$ cat src/hdl/rpl_pkg.sv
// ----------------------------------------------------------------------------
// rpl_pkg
// Shared types and constants of the /24 route lookup cell chain.
// ----------------------------------------------------------------------------
`default_nettype none

package rpl_pkg;

    localparam int RPL_DEPTH      = 256;
    localparam int RPL_KEY_W      = 24;
    localparam int RPL_PORT_W     = 16;
    localparam int RPL_IN_DATA_W  = 40;
    localparam int RPL_OUT_USER_W = 2;

    localparam logic MODE_LOAD   = 1'b0;
    localparam logic MODE_LOOKUP = 1'b1;

    // item travelling down the chain, one cell per cycle while the chain advances
    typedef struct packed {
        logic                  vld;
        logic                  lookup;
        logic [RPL_KEY_W-1:0]  key;
        logic [RPL_PORT_W-1:0] port;   // load: port to store; lookup: default, then hit port
        logic                  hit;    // load: placed; lookup: matched an entry
        logic                  dflt;   // lookup: default route present at entry
    } t_token;

endpackage

`default_nettype wire

$ cat src/hdl/rpl_result.sv
// ----------------------------------------------------------------------------
// rpl_result
// Output register: turns a finished lookup into a result item.
// ----------------------------------------------------------------------------
`default_nettype none

module rpl_result
    import rpl_pkg::*;
(
    input  wire logic                   i_clk,
    input  wire logic                   i_rst_n,
    input  wire t_token                 i_tok,
    input  wire logic                   i_ready,
    output logic                        o_adv,
    output logic                        o_valid,
    output logic [RPL_PORT_W-1:0]       o_port,
    output logic [RPL_OUT_USER_W-1:0]   o_user
);

    logic                  r_valid;
    logic                  n_valid;
    logic [RPL_PORT_W-1:0] r_port;
    logic [RPL_PORT_W-1:0] n_port;
    logic                  r_found;
    logic                  n_found;
    logic                  r_dflt;
    logic                  n_dflt;

    assign o_adv = !r_valid || i_ready;

    always_comb begin
        // loads leave the chain here and give nothing
        n_valid = i_tok.vld && i_tok.lookup;
        n_found = i_tok.hit || i_tok.dflt;
        n_dflt  = !i_tok.hit && i_tok.dflt;
        n_port  = n_found ? i_tok.port : '0;
    end

    always_ff @(posedge i_clk) begin
        if (!i_rst_n) begin
            r_valid <= 1'b0;
        end else if (o_adv) begin
            r_valid <= n_valid;
            r_port  <= n_port;
            r_found <= n_found;
            r_dflt  <= n_dflt;
        end
    end

    assign o_valid = r_valid;
    assign o_port  = r_port;
    assign o_user  = {r_dflt, r_found};

endmodule

`default_nettype wire

$ cat config.mk
export PLATFORM = sky130hd
export DESIGN_NAME = rpl_result
export DESIGN_NICKNAME = d
export VERILOG_FILES = /design/src/hdl/rpl_pkg.sv /design/src/hdl/rpl_result.sv
export SDC_FILE = /design/constraint.sdc
export NUM_CORES = 1
export LEC_CHECK = 0
export BUFFER_PORTS_ARGS = -buffer_cell sky130_fd_sc_hd__buf_4
export CORE_UTILIZATION = 32
export DETAILED_ROUTE_END_ITERATION = 10
export PLACE_DENSITY = 0.71
export SYNTH_ARGS = -nofsm -noshare
export SYNTH_HDL_FRONTEND = slang
export SYNTH_SLANG_ARGS = --single-unit
$ cat constraint.sdc
create_clock -name i_clk -period 1.3 [get_ports i_clk]
set_input_delay 0.325 -clock i_clk [delete_from_list [all_inputs] [get_ports i_clk]]
set_output_delay 0.325 -clock i_clk [all_outputs]
set_load 0.01 [all_outputs]
**Yosys cells after proc, flatten, opt, wreduce, memory -nomap -nowiden**

Cells that the tools add are included.

- Input port bits: 47
- Flip-flop bits (word level): 19
- Output and inout bits: 20

- Reduce and logical (&&, ||, !) cells: 7

Operator list:

| cell | count |
|---|---|
| 1-bit logical AND | 2 |
| 1-bit logical NOT | 2 |
| 1-bit logical OR | 2 |
| 2-bit AND reduction | 1 |

**Longest topological paths before layout**

- Depth after elaboration: 3
- Depth in mapped cells: 3
- Depth with buffers taken out: 2

**Worst setup path after synthesis**

Ideal clock, no wire load.

- Kind: input -> register
- From: in i_ready
- To: reg r_port[0], in the netlist o_port[0] (enable)
- Path slack: -0.081 ns
- Arrival time: 1.005 ns
- Stages: 2
- Library setup time: 0.376 ns
- Data required time: 0.924 ns
- Path through: nand2b_1 > and2_1

- Longest elaborated chain between the ends: 2

Ends and longest elaborated chain:

| what | RTL line | text |
|---|---|---|
| start: declaration | rpl_result.sv:13 | `input wire logic i_ready,` |
| 1-bit logical OR | rpl_result.sv:29 | `assign o_adv = !r_valid \|\| i_ready;` |
| 2-bit AND reduction (no line) | -- |  |
| end signal: assignment | rpl_result.sv:44 | `r_port <= n_port;` |
| end: declaration | rpl_result.sv:22 | `logic [RPL_PORT_W-1:0] r_port;` |

Every way passes these cells.
A chain may end at the register's enable or synchronous reset.

**Worst setup path in the final report**

- From: reg r_valid, in the netlist o_valid
- To: out o_adv

- Longest elaborated chain between the ends: 2

Ends and longest elaborated chain:

| what | RTL line | text |
|---|---|---|
| start: declaration | rpl_result.sv:20 | `logic r_valid;` |
| start signal: assignment | rpl_result.sv:43 | `r_valid <= n_valid;` |
| 1-bit logical NOT | rpl_result.sv:29 |  |
| 1-bit logical OR | rpl_result.sv:29 |  |
| end: declaration | rpl_result.sv:14 | `output logic o_adv,` |

Every way passes these cells.

==> qor.yml <==
worst_setup_path:
  cp_max_fo: 3
  critPathMaxStageDelay_ns: 0.34
  critical_path_class: "reg -> out"
  cp-end-kind: "primary output"
  worstPathRequired_ns: 0.98
  cp-start-kind: "flop"
  worst_path_max_delay_cell: "dfxtp_1"
  cp_cell_sequence: "nand2b_1, buf_4"
  worstPathArrival_ns: 0.85
  cp_top_family: "flip-flops"
  cp.buffers_inverters: 1
cells_and_area:
  diodes: 0
  stdcell_count: 118
  drive_gt1_share_pct: 54.9
  final_util_pct: 54.8
  nets: 139
  syn_to_final_growth_pct: 54.4
power:
  p_leak_nw: 0.483
  switchingPower_mw: 0.244
  pwr-share-seq_pct: 60.6
  p_per_area_mw_per_mm2: 1060
  irDropWorstVdd_v: 0.000440
  p_clk_share_pct: 23.1
  p_sw_share_pct: 20.3
  power_frac_comb_pct: 16.3
  intPower_mw: 0.958
sta:
  skew_ns: 0.00272
  relSlewSlack_pct: 91.6
  finalSetupTns_ns: 0
  hold_viol_final: 0
  worstMarginPinSlew_ns: 0.124
  fmax_ghz: 0.848
  slew_violations: 0
  fin_crit_ns: 1.18
  min_period_over_period_pct: 90.7
  setup_viol: 0
  rsz0062_at_grt: "false"
global_routing:
  grt_max_degree: 18
  grt_util_met3_pct: 3.40
  grt_pass1_wl_microns: 1890
  grt.met1_usage_pct: 10.3
  grt_overflow: 0
  antenna_found_initial: 0
  grt_pass1_vias: 453
  grt_use_met2_pct: 20.3
  grt-busiest-layer: "met2"
  grt.total_usage_pct: 10.4
clocking:
  post_cts_buffers: 0
  cts_buffers: 3
  cts_resized: 0
  cts.clk_slew.worst_paths_ns: 0.09
  cts_buffer_depth: 2
  h-tree-depth: 1
  clock_latency_ns: 0.28
  cts_hold_buf: 0
  cts_sinks: 19
  cts_tree: "done"
  root_buffer: "clkbuf_4"
floorplan:
  die_area_sq_mm: 0.00248
  core_area_sq_mm: 0.00206
  num_rows: 16
  die_x_microns: 49.8
  die_y_microns: 49.8
  start_util_pct: 35.5
  pin_count: 67
run_status:
  outcome: "finished clean"
synthesis:
  seq_area_frac_synth_pct: 76.6
  netlist_area_sq_um: 732
  synth_warnings: 0
  synth_cell_type_count: 11
  ys_ff_latch: 19
  avgSynthCellArea_sq_um: 16.3
  synth_cells: 45
  mappedNetlistNets: 92
route:
  drc_errors: 0
  antenna_left: 0
  vias: 486
  routed_wl_microns: 1200
  drtIter0Drc: 0
  first_pass_iters: 1
  wire_per_inst_microns: 10.1
  viasPerCell: 4.12
place:
  dpl.cell_count: 114
  dp_hpwl_microns: 970
  portBuffers: 42
  gp_congestion: 0.597
job:
  maxCapViolCount: 0
worst_hold_path:
  hold_path_class: "in -> reg"
[per-stage QoR]
| stage | power (mW) | hold slack, ns | worst slack, ns | instance area (sq um) |
|---|---|---|---|---|
| floorplan | 0.813 | 0.472 | 0.118 | 733 |
| global placement | 0.937 | 0.521 | 0.0923 | 1100 |
| detailed placement | 0.943 | 0.535 | 0.0888 | 1100 |
| CTS | 1.22 | 0.292 | 0.0990 | 1130 |
| global route | 1.26 | 0.298 | 0.0350 | 1130 |
| finish | 1.20 | 0.302 | 0.121 | 1130 |
[routing by layer]
metal,wire (microns),part of all wire (%)
met4,0,0
met2,647,54
met1,445,37
met3,102,8.5
met5,0,0
[final timing paths]
path / slack, ns / from / to / depth (start not counted)
setup / recovery: 0.12 / o_valid$_SDFFE_PN0P_ / o_adv / 2
hold / removal: 0.30 / i_rst_n / o_valid$_SDFFE_PN0P_ / 2
setup reg to reg: 0.27 / o_valid$_SDFFE_PN0P_ / o_port[2]$_SDFFCE_PN0P_ / 3
hold reg to reg: 0.54 / o_valid$_SDFFE_PN0P_ / o_valid$_SDFFE_PN0P_ / 2
[power groups by stage]
stage | sequential, mW | clock, mW | combinational, mW
2_1_floorplan | 0.761 | 0 | 0.0513
3_3_place_gp | 0.741 | 0 | 0.196
3_5_place_dp | 0.743 | 0 | 0.200
4_1_cts | 0.729 | 0.294 | 0.200
5_1_grt | 0.732 | 0.315 | 0.213
6_report | 0.728 | 0.278 | 0.196
[layout make-up]
class / count / area, sq um
Fill cell: 188 / 932
Sequential cell: 19 / 561
Timing Repair Buffer: 45 / 363
Multi-Input combinational cell: 22 / 143
Tap cell: 27 / 33.8
Clock buffer: 4 / 26.3
Inverter: 1 / 3.75
[cells in the final DEF, fill, tap and decap left out, drive strengths merged]
cell type,netlist,routed
a21boi,1,1
and2,1,1
buf,3,45
clkbuf,0,4
dfxtp,1,1
edfxtp,18,18
inv,1,1
nand2,1,1
nand2b,1,1
nor2,1,1
nor2b,17,17
[Yosys cell counts]
master / n / area [sq um]
a21boi_0: 1 / 7.51
nand2_1: 1 / 3.75
and2_1: 1 / 6.26
buf_6: 1 / 11.3
nand2b_1: 1 / 6.26
nor2b_1: 17 / 106
nor2_4: 1 / 11.3
inv_1: 1 / 3.75
dfxtp_1: 1 / 20.0
edfxtp_1: 18 / 541
buf_4: 2 / 15.0
[flip-flops by register name, indices dropped and copies added, names as in the netlist]
signal	flops
o_valid	1
r_found	1
o_port	16
r_dflt	1
[logic make-up (layout without fill, tap and decap cells)]
| kind of cell | count (synthesis) | count (layout) | share of synthesized area (%) |
|---|---|---|---|
| and+or+nand+nor | 21 | 21 | 18.3 |
| AOI/OAI and AO/OA | 1 | 1 | 1.03 |
| DFF | 19 | 19 | 76.6 |
| buffers and inverters | 4 | 50 | 4.10 |
(Power assumes the default switching activity.)
