<file path="src/hdl/rpl_pkg.sv">
// ----------------------------------------------------------------------------
// rpl_pkg
// Shared types and constants of the /24 route lookup cell chain.
// ----------------------------------------------------------------------------
`default_nettype none

package rpl_pkg;

    localparam int RPL_DEPTH      = 256;
    localparam int RPL_KEY_W      = 24;
    localparam int RPL_PORT_W     = 16;
    localparam int RPL_IN_DATA_W  = 40;
    localparam int RPL_OUT_USER_W = 2;

    localparam logic MODE_LOAD   = 1'b0;
    localparam logic MODE_LOOKUP = 1'b1;

    // item travelling down the chain, one cell per cycle while the chain advances
    typedef struct packed {
        logic                  vld;
        logic                  lookup;
        logic [RPL_KEY_W-1:0]  key;
        logic [RPL_PORT_W-1:0] port;   // load: port to store; lookup: default, then hit port
        logic                  hit;    // load: placed; lookup: matched an entry
        logic                  dflt;   // lookup: default route present at entry
    } t_token;

endpackage

`default_nettype wire

</file>
<file path="src/hdl/rpl_cell.sv">
// ----------------------------------------------------------------------------
// rpl_cell
// One route entry: stores a prefix and port, matches passing lookups.
// ----------------------------------------------------------------------------
`default_nettype none

module rpl_cell
    import rpl_pkg::*;
(
    input  wire logic   i_clk,
    input  wire logic   i_rst_n,
    input  wire logic   i_adv,
    input  wire t_token i_tok,
    output t_token      o_tok,
    output logic        o_used
);

    t_token                r_tok;
    t_token                n_tok;
    logic                  r_used;
    logic                  n_used;
    logic [RPL_KEY_W-1:0]  r_prefix;
    logic [RPL_KEY_W-1:0]  n_prefix;
    logic [RPL_PORT_W-1:0] r_port;
    logic [RPL_PORT_W-1:0] n_port;

    always_comb begin
        n_tok    = i_tok;
        n_used   = r_used;
        n_prefix = r_prefix;
        n_port   = r_port;
        if (i_tok.vld && !i_tok.hit) begin
            if (i_tok.lookup) begin
                if (r_used && (r_prefix == i_tok.key)) begin
                    n_tok.hit  = 1'b1;
                    n_tok.port = r_port;
                end
            end else if (!r_used) begin
                // claim the first free cell
                n_used     = 1'b1;
                n_prefix   = i_tok.key;
                n_port     = i_tok.port;
                n_tok.hit  = 1'b1;
            end
        end
    end

    always_ff @(posedge i_clk) begin
        if (!i_rst_n) begin
            r_tok.vld <= 1'b0;
            r_used    <= 1'b0;
        end else if (i_adv) begin
            r_tok    <= n_tok;
            r_used   <= n_used;
            r_prefix <= n_prefix;
            r_port   <= n_port;
        end
    end

    assign o_tok  = r_tok;
    assign o_used = r_used;

endmodule

`default_nettype wire

</file>
<file path="config.mk">
export PLATFORM = sky130hd
export DESIGN_NAME = rpl_cell
export DESIGN_NICKNAME = d
export VERILOG_FILES = /design/src/hdl/rpl_pkg.sv /design/src/hdl/rpl_cell.sv
export SDC_FILE = /design/constraint.sdc
export NUM_CORES = 1
export LEC_CHECK = 0
export BUFFER_PORTS_ARGS = -buffer_cell sky130_fd_sc_hd__buf_2
export CAP_MARGIN = 20
export CORE_ASPECT_RATIO = 0.7
export CORE_UTILIZATION = 45
export DETAILED_ROUTE_END_ITERATION = 7
export GPL_TIMING_DRIVEN = 0
export PLACE_DENSITY = 0.75
export SLEW_MARGIN = 30
export SYNTH_ARGS = -nofsm -noshare
export SYNTH_HDL_FRONTEND = slang
export SYNTH_SLANG_ARGS = --single-unit
</file>
<file path="constraint.sdc">
create_clock -name i_clk -period 2.89 [get_ports i_clk]
set_clock_uncertainty 0.05 [all_clocks]
set_input_delay 0.1445 -clock i_clk [delete_from_list [all_inputs] [get_ports i_clk]]
set_output_delay 0.1445 -clock i_clk [all_outputs]
set_load 0.03 [all_outputs]
</file>
### After elaboration in Yosys (flattened, before gate mapping)

Cells that the tools add are included.

| word-level totals | value |
|---|---|
| bits in registers | 85 |
| bits in latches | 0 |
| bits in writable memories | 0 |
| ROM bits | 0 |
| logic and storage cells | 23 |
| memories | 0 |

| operators by class | value |
|---|---|
| $add $sub $neg | 0 |
| multipliers | 0 |
| divide/modulo/power cells | 0 |
| $lt $le $gt $ge | 0 |
| eq/ne operators | 1 |
| shifts and indexed selects | 0 |
| multiplexer cells | 5 |
| bitwise gates (word level) | 2 |
| reductions and logical operators | 6 |

Operator list:

| cell | count |
|---|---|
| 17-bit 2-to-1 mux | 2 |
| 24-bit equality test | 1 |
| 16-bit 2-to-1 mux | 1 |
| 5-bit AND reduction | 1 |
| 3-bit AND reduction | 1 |
| 1-bit logical AND | 2 |
| 1-bit 2-to-1 mux | 2 |
| 1-bit NOT | 2 |
| 2-bit AND reduction | 1 |
| 1-bit zero test | 1 |

### Longest topological paths before layout

Gate-level depths: netlist of run 1.

| depth | value |
|---|---|
| depth after elaboration | 5 |
| gate-level depth with buffers | 6 |
| depth with buffers taken out | 5 |

### Worst setup path after synthesis of run 1

Ideal clock, no wire load.

| path | value |
|---|---|
| kind | input to register |
| start | input port i_rst_n |
| end | register r_port[0] (enable) |
| data arrival time | 2.439 ns |
| data required time | 2.438 ns |
| slack | -0.001 ns |
| stages on the path | 2 |
| cells stage by stage | and2_1 and4b_1 |

| between the ends | value |
|---|---|
| word-level cells in the longest chain between the ends | 1 |

RTL lines:

| item | line | text |
|---|---|---|
| start: declaration | rpl_cell.sv:11 | `input wire logic i_rst_n,` |
| 5-bit AND reduction (no source line) | -- |  |
| end signal: assignment | rpl_cell.sv:56 | `r_port <= n_port;` |
| end: declaration | rpl_cell.sv:24 | `logic [RPL_PORT_W-1:0] r_port;` |

No other way between the ends.
A chain may end at the register's enable or synchronous reset.

==> results of run 1 <==
[metrics by stage]
step	std cells	util	instance area, um2	hold slack [ns]
finish	387	0.669	4280	0.0710
global route	387	0.669	4280	0.0635
CTS	385	0.666	4260	0.0488
detailed placement	326	0.570	3650	0.281
global placement	326	0.570	3640	0.277
floorplan	144	-	3070	0.193
[worst paths after layout]
| check | startpoint | endpoint | cells after the start |
|---|---|---|---|
| min reg2reg | o_tok[43] | o_tok[43] | 2 |
| min | i_tok[1] | o_tok[1] | 2 |
| max reg2reg | r_prefix[22] | o_tok[16] | 6 |
| max | i_tok[40] | o_tok[16] | 8 |
[flip-flops by register name, summed over array words and instances, names as in the netlist]
signal / count
o_tok: 44
o_used: 1
r_port: 16
r_prefix: 24
[placed cells by master (no fill, tap or decap), types with 2 or more instances in the layout]
cell type and instances:
clkinv_1 2, buf_4 2, nor4_1 3, edfxtp_1 83, mux2_2 15, nor2_1 2, buf_2 91, clkbuf_1 2
xnor2_1 11, xor2_1 13, dlygate4sd3_1 43, dfxtp_1 2, clkbuf_8 9, nand4_1 3
[cell type report]
cell class	instances	area, um2	area share
well taps	91	114	0.0266
multi-input cells	58	536	0.125
flip-flops and latches	85	2530	0.592
repair buffers	136	901	0.211
plain buffers	1	11.3	0.00263
clock buffers	11	131	0.0307
clock inverters	5	51.3	0.0120
[logic make-up (layout without fill, tap and decap cells)]
kind of cell | Yosys count | count (layout)
simple gates | 15 | 15
flops | 85 | 85
xor+xnor | 24 | 24
buf+inv | 1 | 153
mux | 17 | 17
compound gates | 2 | 2
[what timing repair did]
item	4_1_cts	5_1_grt
hold endpoints to repair	68	0
endpoints found under the setup margin	0	9
buffers inserted	0	2
hold buffers	43	0
[routing by layer]
metal	global-route usage	share of wire
met1	0.212	0.45
met2	0.269	0.47
met3	0.0711	0.072
met4	0.0483	0.0037
met5	0	0
[power by group through the flow]
stage / sequential, W / combinational [W] / clock, W
2_1_floorplan: 0.00153 / 0.0000420 / 0
3_3_place_gp: 0.00145 / 0.000220 / 0
3_5_place_dp: 0.00145 / 0.000225 / 0
4_1_cts: 0.00142 / 0.000271 / 0.000793
5_1_grt: 0.00142 / 0.000289 / 0.000839
6_report: 0.00142 / 0.000271 / 0.000770
[worst register-to-register path: cells and delay by family (launching register included)]
kind	cells	cell delay (ns)
buffers and inverters	1	0.21
AND/OR/NAND/NOR	3	1.00
XOR/XNOR	1	0.17
multiplexers	1	0.35
flip-flops	1	0.39
==> flow_metrics.py, run 1 <==
metrics = {
    "floorplanning": {
        "fp-row-count": 24,
        "start_util": 0.480,
        "ios": 92,
        "die_height_um": 71.1,
        "design.core.area_um2": 6400,
        "dieArea_um2": 7170,
        "die_x_um": 101,
    },
    "placement": {
        "pre_cts_ws_ns": 0.245,
        "dp_hpwl_mm": 3.45,
        "place_congestion": 0.657,
        "port_buffers": 91,
    },
    "power_and_ir_drop": {
        "p_clk_frac": 0.313,
        "combinationalPowerShare": 0.110,
        "p_sw_w": 0.000547,
        "ir_drop_mv": 0.385,
        "p_per_area_nw_per_um2": 575,
        "leakage_nw": 1.61,
        "p_int_w": 0.00191,
        "power_w": 0.00246,
        "pwr-share-seq": 0.577,
        "sw_frac_of_total": 0.223,
    },
    "timing": {
        "rsz0062_at_grt": "false",
        "fin_crit_sh": 0.874,
        "drv_slew": 0,
        "slew_headroom": 0.584,
        "period_needed_ns": 2.53,
        "tightestPinTransition_ns": 0.624,
        "fin_tns_setup_ns": 0,
        "finalHoldViolCount": 0,
        "fin_ws_ns": 0.364,
        "setup_viol": 0,
        "fmax_mhz": 396,
    },
    "final_layout": {
        "drive_gt1_frac": 0.419,
        "fill_cells": 473,
        "diodes": 0,
        "final_nets": 338,
        "syn_to_final_growth_pct": 39.2,
    },
    "drt": {
        "drtAntennaViolNets": 0,
        "drc": 0,
        "wl_per_cell_um": 14.5,
        "routed_wl_mm": 5.61,
        "dr_total_vias": 1790,
        "vias_per_cell": 4.63,
        "drtPass1Iterations": 4,
        "drtIter0Drc": 81,
    },
    "global_route": {
        "antenna_found_initial": 0,
        "grt_pass1_vias": 1806,
        "track_usage": 0.168,
        "grt_pass1_wl_mm": 8.78,
        "grt_max_degree": 45,
        "overflow": 0,
    },
    "logic_synthesis": {
        "synth-seq-cells": 85,
        "synth_edf_count": 83,
        "synth_compound_area_frac": 0.00529,
        "synthXorXnorAreaFrac": 0.0684,
        "yosysSeqAreaShare": 0.824,
        "synth_nets": 191,
        "synth_top_family_by_area": "XOR/XNOR gates",
        "synthAdderAreaFrac": 0,
        "netlist_top_cells_count": "edfxtp_1 (83), mux2_2 (15), xor2_1 (13)",
        "yosysTopAreaCellShare": 0.811,
        "syn-cell-area_um2": 3070,
        "ys_types": 20,
        "synth-simple-area-share": 0.0366,
        "synth_area_leader_cell": "edfxtp_1",
        "ys_top_cells_by_area": "edfxtp_1 (81%), mux2_2 (5.5%), xor2_1 (3.7%), xnor2_1 (3.1%), dfxtp_1 (1.3%)",
        "synth_mux_area_frac": 0.0619,
        "synth_cells": 144,
        "ys_async_sr_fraction": 0,
        "synthFlopType": "edfxtp_1",
        "avgSynthCellArea_um2": 21.3,
        "post-synth-top-count-cell": "edfxtp_1",
        "yosys_warnings": 0,
    },
    "clock_network": {
        "cts.clk_slew.worst_paths_ns": 0.08,
        "cts_resized": 0,
        "cts_tree": "done",
        "cts.path.max_buffers": 2,
        "root_buffer": "clkbuf_8",
        "cts.sinks": 85,
        "h-tree-depth": 3,
        "clkLatencyLatePin_ns": 0.33,
        "numCtsBuffers": 9,
    },
    "critical_path": {
        "crit_slowest_cell": "dlygate4sd3_1",
        "r2r_setup_slack_ns": 0.47,
        "worstPathArrival_ns": 2.55,
        "start_kind": "input port",
        "worstSetupPathType": "in -> reg",
        "critPathRequiredTime_ns": 2.92,
        "cp_num_buf_inv": 3,
        "path_cells": "dlygate4sd3_1 > buf_2 > xor2_1 > nor4_1 > nand4_1 > nor4_4 > buf_6 > mux2_2",
        "endpoint_kind": "flip-flop",
        "cpPeakStageDelay_ns": 0.54,
        "critPathMaxFanout": 10,
        "critical-path-top-delay-family": "simple AND/OR/NAND/NOR gates",
    },
    "worst_hold_path": {
        "hp-class": "in -> reg",
    },
    "job": {
        "maxCapViolCount": 0,
    },
    "run_status": {
        "status": "finished clean",
    },
}
No activity file was read; power rests on OpenSTA's default activity.
==> run 2: changes to the inputs <==
--- a/config.mk
+++ b/config.mk
@@ -9,6 +9,7 @@
 export CAP_MARGIN = 20
 export CORE_ASPECT_RATIO = 0.7
 export CORE_UTILIZATION = 45
+export CTS_BUF_LIST = sky130_fd_sc_hd__clkbuf_16
 export DETAILED_ROUTE_END_ITERATION = 7
 export GPL_TIMING_DRIVEN = 0
 export PLACE_DENSITY = 0.75
==> flow_metrics.py, run 2 (synthesis gave the netlist of run 1 again) <==
metrics = {
    "run_status": {
        "status": "finished clean",
    },
    "power_and_ir_drop": {
        "p_clk_frac": 0.388,
        "p_sw_w": 0.000588,
        "combinationalPowerShare": 0.098,
        "ir_drop_mv": 0.392,
        "sw_frac_of_total": 0.213,
        "p_int_w": 0.00218,
        "leakage_nw": 1.67,
        "p_per_area_nw_per_um2": 631,
        "power_w": 0.00276,
        "pwr-share-seq": 0.514,
    },
    "final_layout": {
        "final_area_um2": 4380,
        "layout_common_cells": "buf_2 (91), edfxtp_1 (83), dlygate4sd3_1 (43), mux2_2 (15), xor2_1 (13)",
        "syn_to_final_growth_pct": 42.5,
        "largest_reg_flops": 44,
        "diodes": 0,
        "drive_gt1_frac": 0.419,
        "fill_cells": 470,
        "layout_commonest_cell": "buf_2",
        "final_nets": 338,
    },
    "placement": {
        "place_congestion": 0.657,
        "dp_hpwl_mm": 3.45,
        "pre_cts_ws_ns": 0.245,
        "port_buffers": 91,
        "place_area_um2": 3650,
    },
    "critical_path": {
        "worstPathArrival_ns": 2.53,
        "r2r_start": "r_prefix[22]",
        "endpoint_kind": "flip-flop",
        "critPathMaxFanout": 10,
        "start_kind": "input port",
        "critPathRequiredTime_ns": 2.91,
        "worstSetupPathType": "in -> reg",
        "rr_worst_depth": 6,
        "r2r_setup_slack_ns": 0.50,
        "reg2reg_to": "o_tok[16]",
    },
    "clock_network": {
        "h-tree-depth": 3,
        "cts.sinks": 85,
        "cts_tree": "done",
        "clkLatencyLatePin_ns": 0.33,
        "root_buffer": "clkbuf_16",
        "cts_resized": 0,
        "cts.clk_slew.worst_paths_ns": 0.06,
        "cts.path.max_buffers": 2,
        "numCtsBuffers": 9,
    },
    "timing": {
        "setup_viol": 0,
        "fmax_mhz": 398,
        "slew_headroom": 0.585,
        "drv_slew": 0,
        "fin_crit_sh": 0.870,
        "tightestPinTransition_ns": 0.622,
        "period_needed_ns": 2.52,
        "fin_ws_ns": 0.375,
        "rsz0062_at_grt": "false",
        "finalHoldViolCount": 0,
    },
    "drt": {
        "wl_per_cell_um": 14.5,
        "vias_per_cell": 4.61,
        "drtPass1Iterations": 4,
        "drtAntennaViolNets": 0,
        "dr_total_vias": 1783,
        "drtIter0Drc": 73,
        "drc": 0,
        "routed_wl_mm": 5.61,
    },
    "global_route": {
        "grt_max_degree": 45,
        "track_usage": 0.173,
        "grt_pass1_wl_mm": 8.97,
        "grt_use_met2": 0.267,
        "grt_pass1_vias": 1814,
        "grt_util_met3": 0.0791,
        "antenna_found_initial": 0,
        "top_usage_layer": "met2",
        "overflow": 0,
        "met1_usage": 0.219,
    },
    "job": {
        "maxCapViolCount": 0,
    },
    "floorplanning": {
        "dieArea_um2": 7170,
        "ios": 92,
        "die_height_um": 71.1,
        "design.core.area_um2": 6400,
        "die_x_um": 101,
        "start_util": 0.480,
        "fp-row-count": 24,
    },
    "worst_hold_path": {
        "min_to": "o_tok[1]",
        "hold_path.startpoint": "i_tok[1]",
        "min_path_cells": 2,
        "hp-class": "in -> reg",
    },
}
==> run 2: cell count changes in the layout (fill, tap and decap cells not counted) <==
| cell | previous run | this run |
|---|---|---|
| clkbuf_16 | 0 | 9 |
| clkbuf_1 | 2 | 0 |
| clkbuf_8 | 9 | 0 |
| inv_1 | 0 | 2 |
==> run 2: worst max path at each step <==
stage	slack, ns	from	to
after detailed placement	0.25	r_prefix[22]	o_tok[14]
after global routing	0.14	i_tok[40]	o_tok[16]
after global placement	-0.46	i_adv	r_port[1]
after CTS	0.14	i_tok[40]	o_tok[12]
after floorplan	0.36	i_rst_n	r_port[0]
final	0.37	i_tok[40]	o_tok[16]
==> run 2: power by group through the flow <==
stage                     logic [W]  clock network [W]  registers, W
after floorplan           0.0000420                  0       0.00153
after global placement     0.000220                  0       0.00145
after detailed placement   0.000225                  0       0.00145
after CTS                  0.000271            0.00110       0.00142
after global routing       0.000289            0.00115       0.00142
final                      0.000270            0.00107       0.00142
==> run 2: area by class of cell <==
cell class / count / area, um2 / share of cell area
Buffer: 1 / 11.3 / 0.00257
Clock buffer: 9 / 225 / 0.0514
Clock inverter: 7 / 58.8 / 0.0134
Multi-Input combinational cell: 58 / 536 / 0.122
Sequential cell: 85 / 2530 / 0.578
Tap cell: 91 / 114 / 0.0260
Timing Repair Buffer: 136 / 901 / 0.206
==> run 2: timing repair <==
item / CTS / global route
setup buffers: 0 / 2
setup endpoints to repair: 0 / 9
hold buffers: 43 / 0
endpoints found under the hold margin: 67 / 0
==> run 2: layer usage <==
| layer | up-vias | routed length (um) |
|---|---|---|
| met5 | - | 0 |
| met4 | 0 | 48 |
| met3 | 6 | 462 |
| met2 | 73 | 2570 |
| li1 | 859 | - |
| met1 | 845 | 2530 |
==> run 2: per-stage QoR <==
stage / hold slack [ns] / TNS, ns / cells / utilization
finish: 0.0762 / 0 / 387 / 0.684
CTS: 0.0664 / 0 / 385 / 0.682
detailed placement: 0.281 / 0 / 326 / 0.570
floorplan: 0.193 / 0 / 144 / -
global route: 0.0827 / 0 / 387 / 0.684
global placement: 0.277 / -18.47 / 326 / 0.570
==> run 2: worst max-delay path, cell delays in order <==
cell,delay [ns]
dlygate4sd3_1,0.54
buf_2,0.15
xor2_1,0.17
nor4_1,0.37
nand4_1,0.25
nor4_4,0.35
buf_6,0.21
mux2_2,0.35
==> run 3: changes to the inputs <==
--- a/config.mk
+++ b/config.mk
@@ -8,11 +8,11 @@
 export BUFFER_PORTS_ARGS = -buffer_cell sky130_fd_sc_hd__buf_2
 export CAP_MARGIN = 20
 export CORE_ASPECT_RATIO = 0.7
-export CORE_UTILIZATION = 45
+export CORE_UTILIZATION = 35
 export CTS_BUF_LIST = sky130_fd_sc_hd__clkbuf_16
 export DETAILED_ROUTE_END_ITERATION = 7
 export GPL_TIMING_DRIVEN = 0
-export PLACE_DENSITY = 0.75
+export PLACE_DENSITY = 0.61
 export SLEW_MARGIN = 30
 export SYNTH_ARGS = -nofsm -noshare
 export SYNTH_HDL_FRONTEND = slang
==> flow_metrics.py, run 3 (synthesis gave the netlist of run 1 again) <==
metrics = {
    "run_status": {
        "status": "finished clean",
    },
    "final_layout": {
        "fill_cells": 723,
        "seqCellArea_um2": 2530,
        "drive_gt1_frac": 0.415,
        "layout_commonest_cell": "buf_2",
        "multi_input_area_um2": 536,
        "syn_to_final_growth_pct": 42.4,
        "fin_util": 0.516,
        "diodes": 0,
        "final_nets": 336,
        "largest_reg_flops": 44,
        "fin_cells": 414,
        "layout_common_cells": "buf_2 (91), edfxtp_1 (83), dlygate4sd3_1 (43), mux2_2 (15), xor2_1 (13)",
    },
    "placement": {
        "dp_hpwl_mm": 3.49,
        "port_buffers": 91,
        "pre_cts_ws_ns": 0.275,
        "dp.cells": 355,
        "place_congestion": 0.680,
    },
    "global_route": {
        "grt_max_degree": 45,
        "antenna_found_initial": 0,
        "grt_pass1_wl_mm": 9.13,
        "overflow": 0,
        "track_usage": 0.136,
        "grt_pass1_vias": 1848,
    },
    "floorplanning": {
        "design.core.area_um2": 8480,
        "fp-row-count": 28,
        "start_util": 0.362,
        "ios": 92,
        "die_x_um": 114,
        "dieArea_um2": 9160,
        "die_height_um": 80.4,
    },
    "critical_path": {
        "worstPathArrival_ns": 2.72,
        "critPathRequiredTime_ns": 2.92,
        "r2r_start": "r_prefix[7]",
        "r2r_setup_slack_ns": 0.33,
        "endpoint": "o_tok[13]",
        "rr_worst_depth": 6,
        "endpoint_kind": "flip-flop",
        "worstSetupPathType": "in -> reg",
        "start_kind": "input port",
        "reg2reg_to": "o_tok[13]",
        "critPathMaxFanout": 10,
        "cp-startpoint": "i_tok[40]",
    },
    "clock_network": {
        "h-tree-depth": 3,
        "cts_tree": "done",
        "cts_setup_buffers": 0,
        "cts.clk_slew.worst_paths_ns": 0.06,
        "cts_resized": 0,
        "cts.sinks": 85,
        "numCtsBuffers": 9,
        "clkLatencyLatePin_ns": 0.33,
        "root_buffer": "clkbuf_16",
        "cts.path.max_buffers": 2,
    },
    "timing": {
        "finalHoldViolCount": 0,
        "tightestPinTransition_ns": 0.652,
        "drv_slew": 0,
        "fin_crit_sh": 0.932,
        "period_needed_ns": 2.69,
        "fin_ws_ns": 0.196,
        "fmax_mhz": 371,
        "slew_headroom": 0.562,
        "setup_viol": 0,
        "hold_ws_ns": 0.0710,
        "rsz0062_at_grt": "false",
    },
    "worst_hold_path": {
        "hold_path.startpoint": "i_tok[1]",
        "hp-class": "in -> reg",
    },
    "power_and_ir_drop": {
        "p_per_area_nw_per_um2": 617,
        "leakage_nw": 1.65,
        "ir_drop_mv": 0.393,
    },
    "drt": {
        "vias_per_cell": 4.34,
        "routed_wl_mm": 5.91,
        "drtPass1Iterations": 4,
        "drc": 0,
        "wl_per_cell_um": 14.3,
        "dr_total_vias": 1798,
        "drtAntennaViolNets": 0,
        "drtIter0Drc": 46,
    },
    "job": {
        "maxCapViolCount": 0,
    },
}
==> run 3: changes by cell type in the layout (fill, tap and decap cells not counted), sizes merged <==
cell / previous run / this run
bufinv: 1 / 0
inv: 2 / 3
clkinvlp: 0 / 1
buf: 94 / 92
clkinv: 4 / 3
==> run 3: cell type report <==
type,count,area share
clock buffers,9,0.0515
plain buffers,1,0.00257
multi-input cells,58,0.122
clock inverters,7,0.00829
flip-flops and latches,85,0.579
repair buffers,134,0.202
well taps,120,0.0343
==> run 3: worst min-delay path by stage <==
stage	end	slack [ns]	depth (start not counted)
4_1_cts	o_tok[1]	0.05	2
5_1_grt	o_tok[1]	0.06	2
2_1_floorplan	o_tok[0]	0.19	0
6_report	o_tok[1]	0.07	2
3_3_place_gp	o_tok[0]	0.28	1
3_5_place_dp	o_tok[0]	0.28	1
==> run 3: through the flow <==
step           setup TNS [ns]  cell area (um2)  power (W)
6_report                    0             4380    0.00270
5_1_grt                     0             4380    0.00279
4_1_cts                     0             4370    0.00273
3_5_place_dp                0             3680    0.00167
3_3_place_gp           -22.46             3680    0.00167
2_1_floorplan               0             3070    0.00158
==> run 3: layer usage <==
layer | vias to the layer above | GRT usage | wire, um
met5 | - | 0 | 0
met4 | 0 | 0.0351 | 55
met3 | 6 | 0.0536 | 374
met2 | 62 | 0.219 | 2770
met1 | 875 | 0.172 | 2700
li1 | 855 | - | -
==> run 3: worst max-delay path, cell delays in order <==
cell	delay [ns]
dlygate4sd3_1	0.54
buf_2	0.14
xor2_1	0.15
nor4_1	0.40
nand4_1	0.20
nor4_4	0.53
buf_6	0.25
mux2_2	0.35
==> run 3: report_power, final <==
part / internal (W) / switching (W) / total, W
registers: 0.00141 / 0.0000117 / 0.00142
clock network: 0.000569 / 0.000440 / 0.00101
logic: 0.000111 / 0.000159 / 0.000270
total: 0.00209 / 0.000611 / 0.00270
==> run 3: what timing repair did <==
item / CTS / global route
setup endpoints to repair: 0 / 0
hold buffers: 43 / 0
hold endpoints to repair: 67 / 0
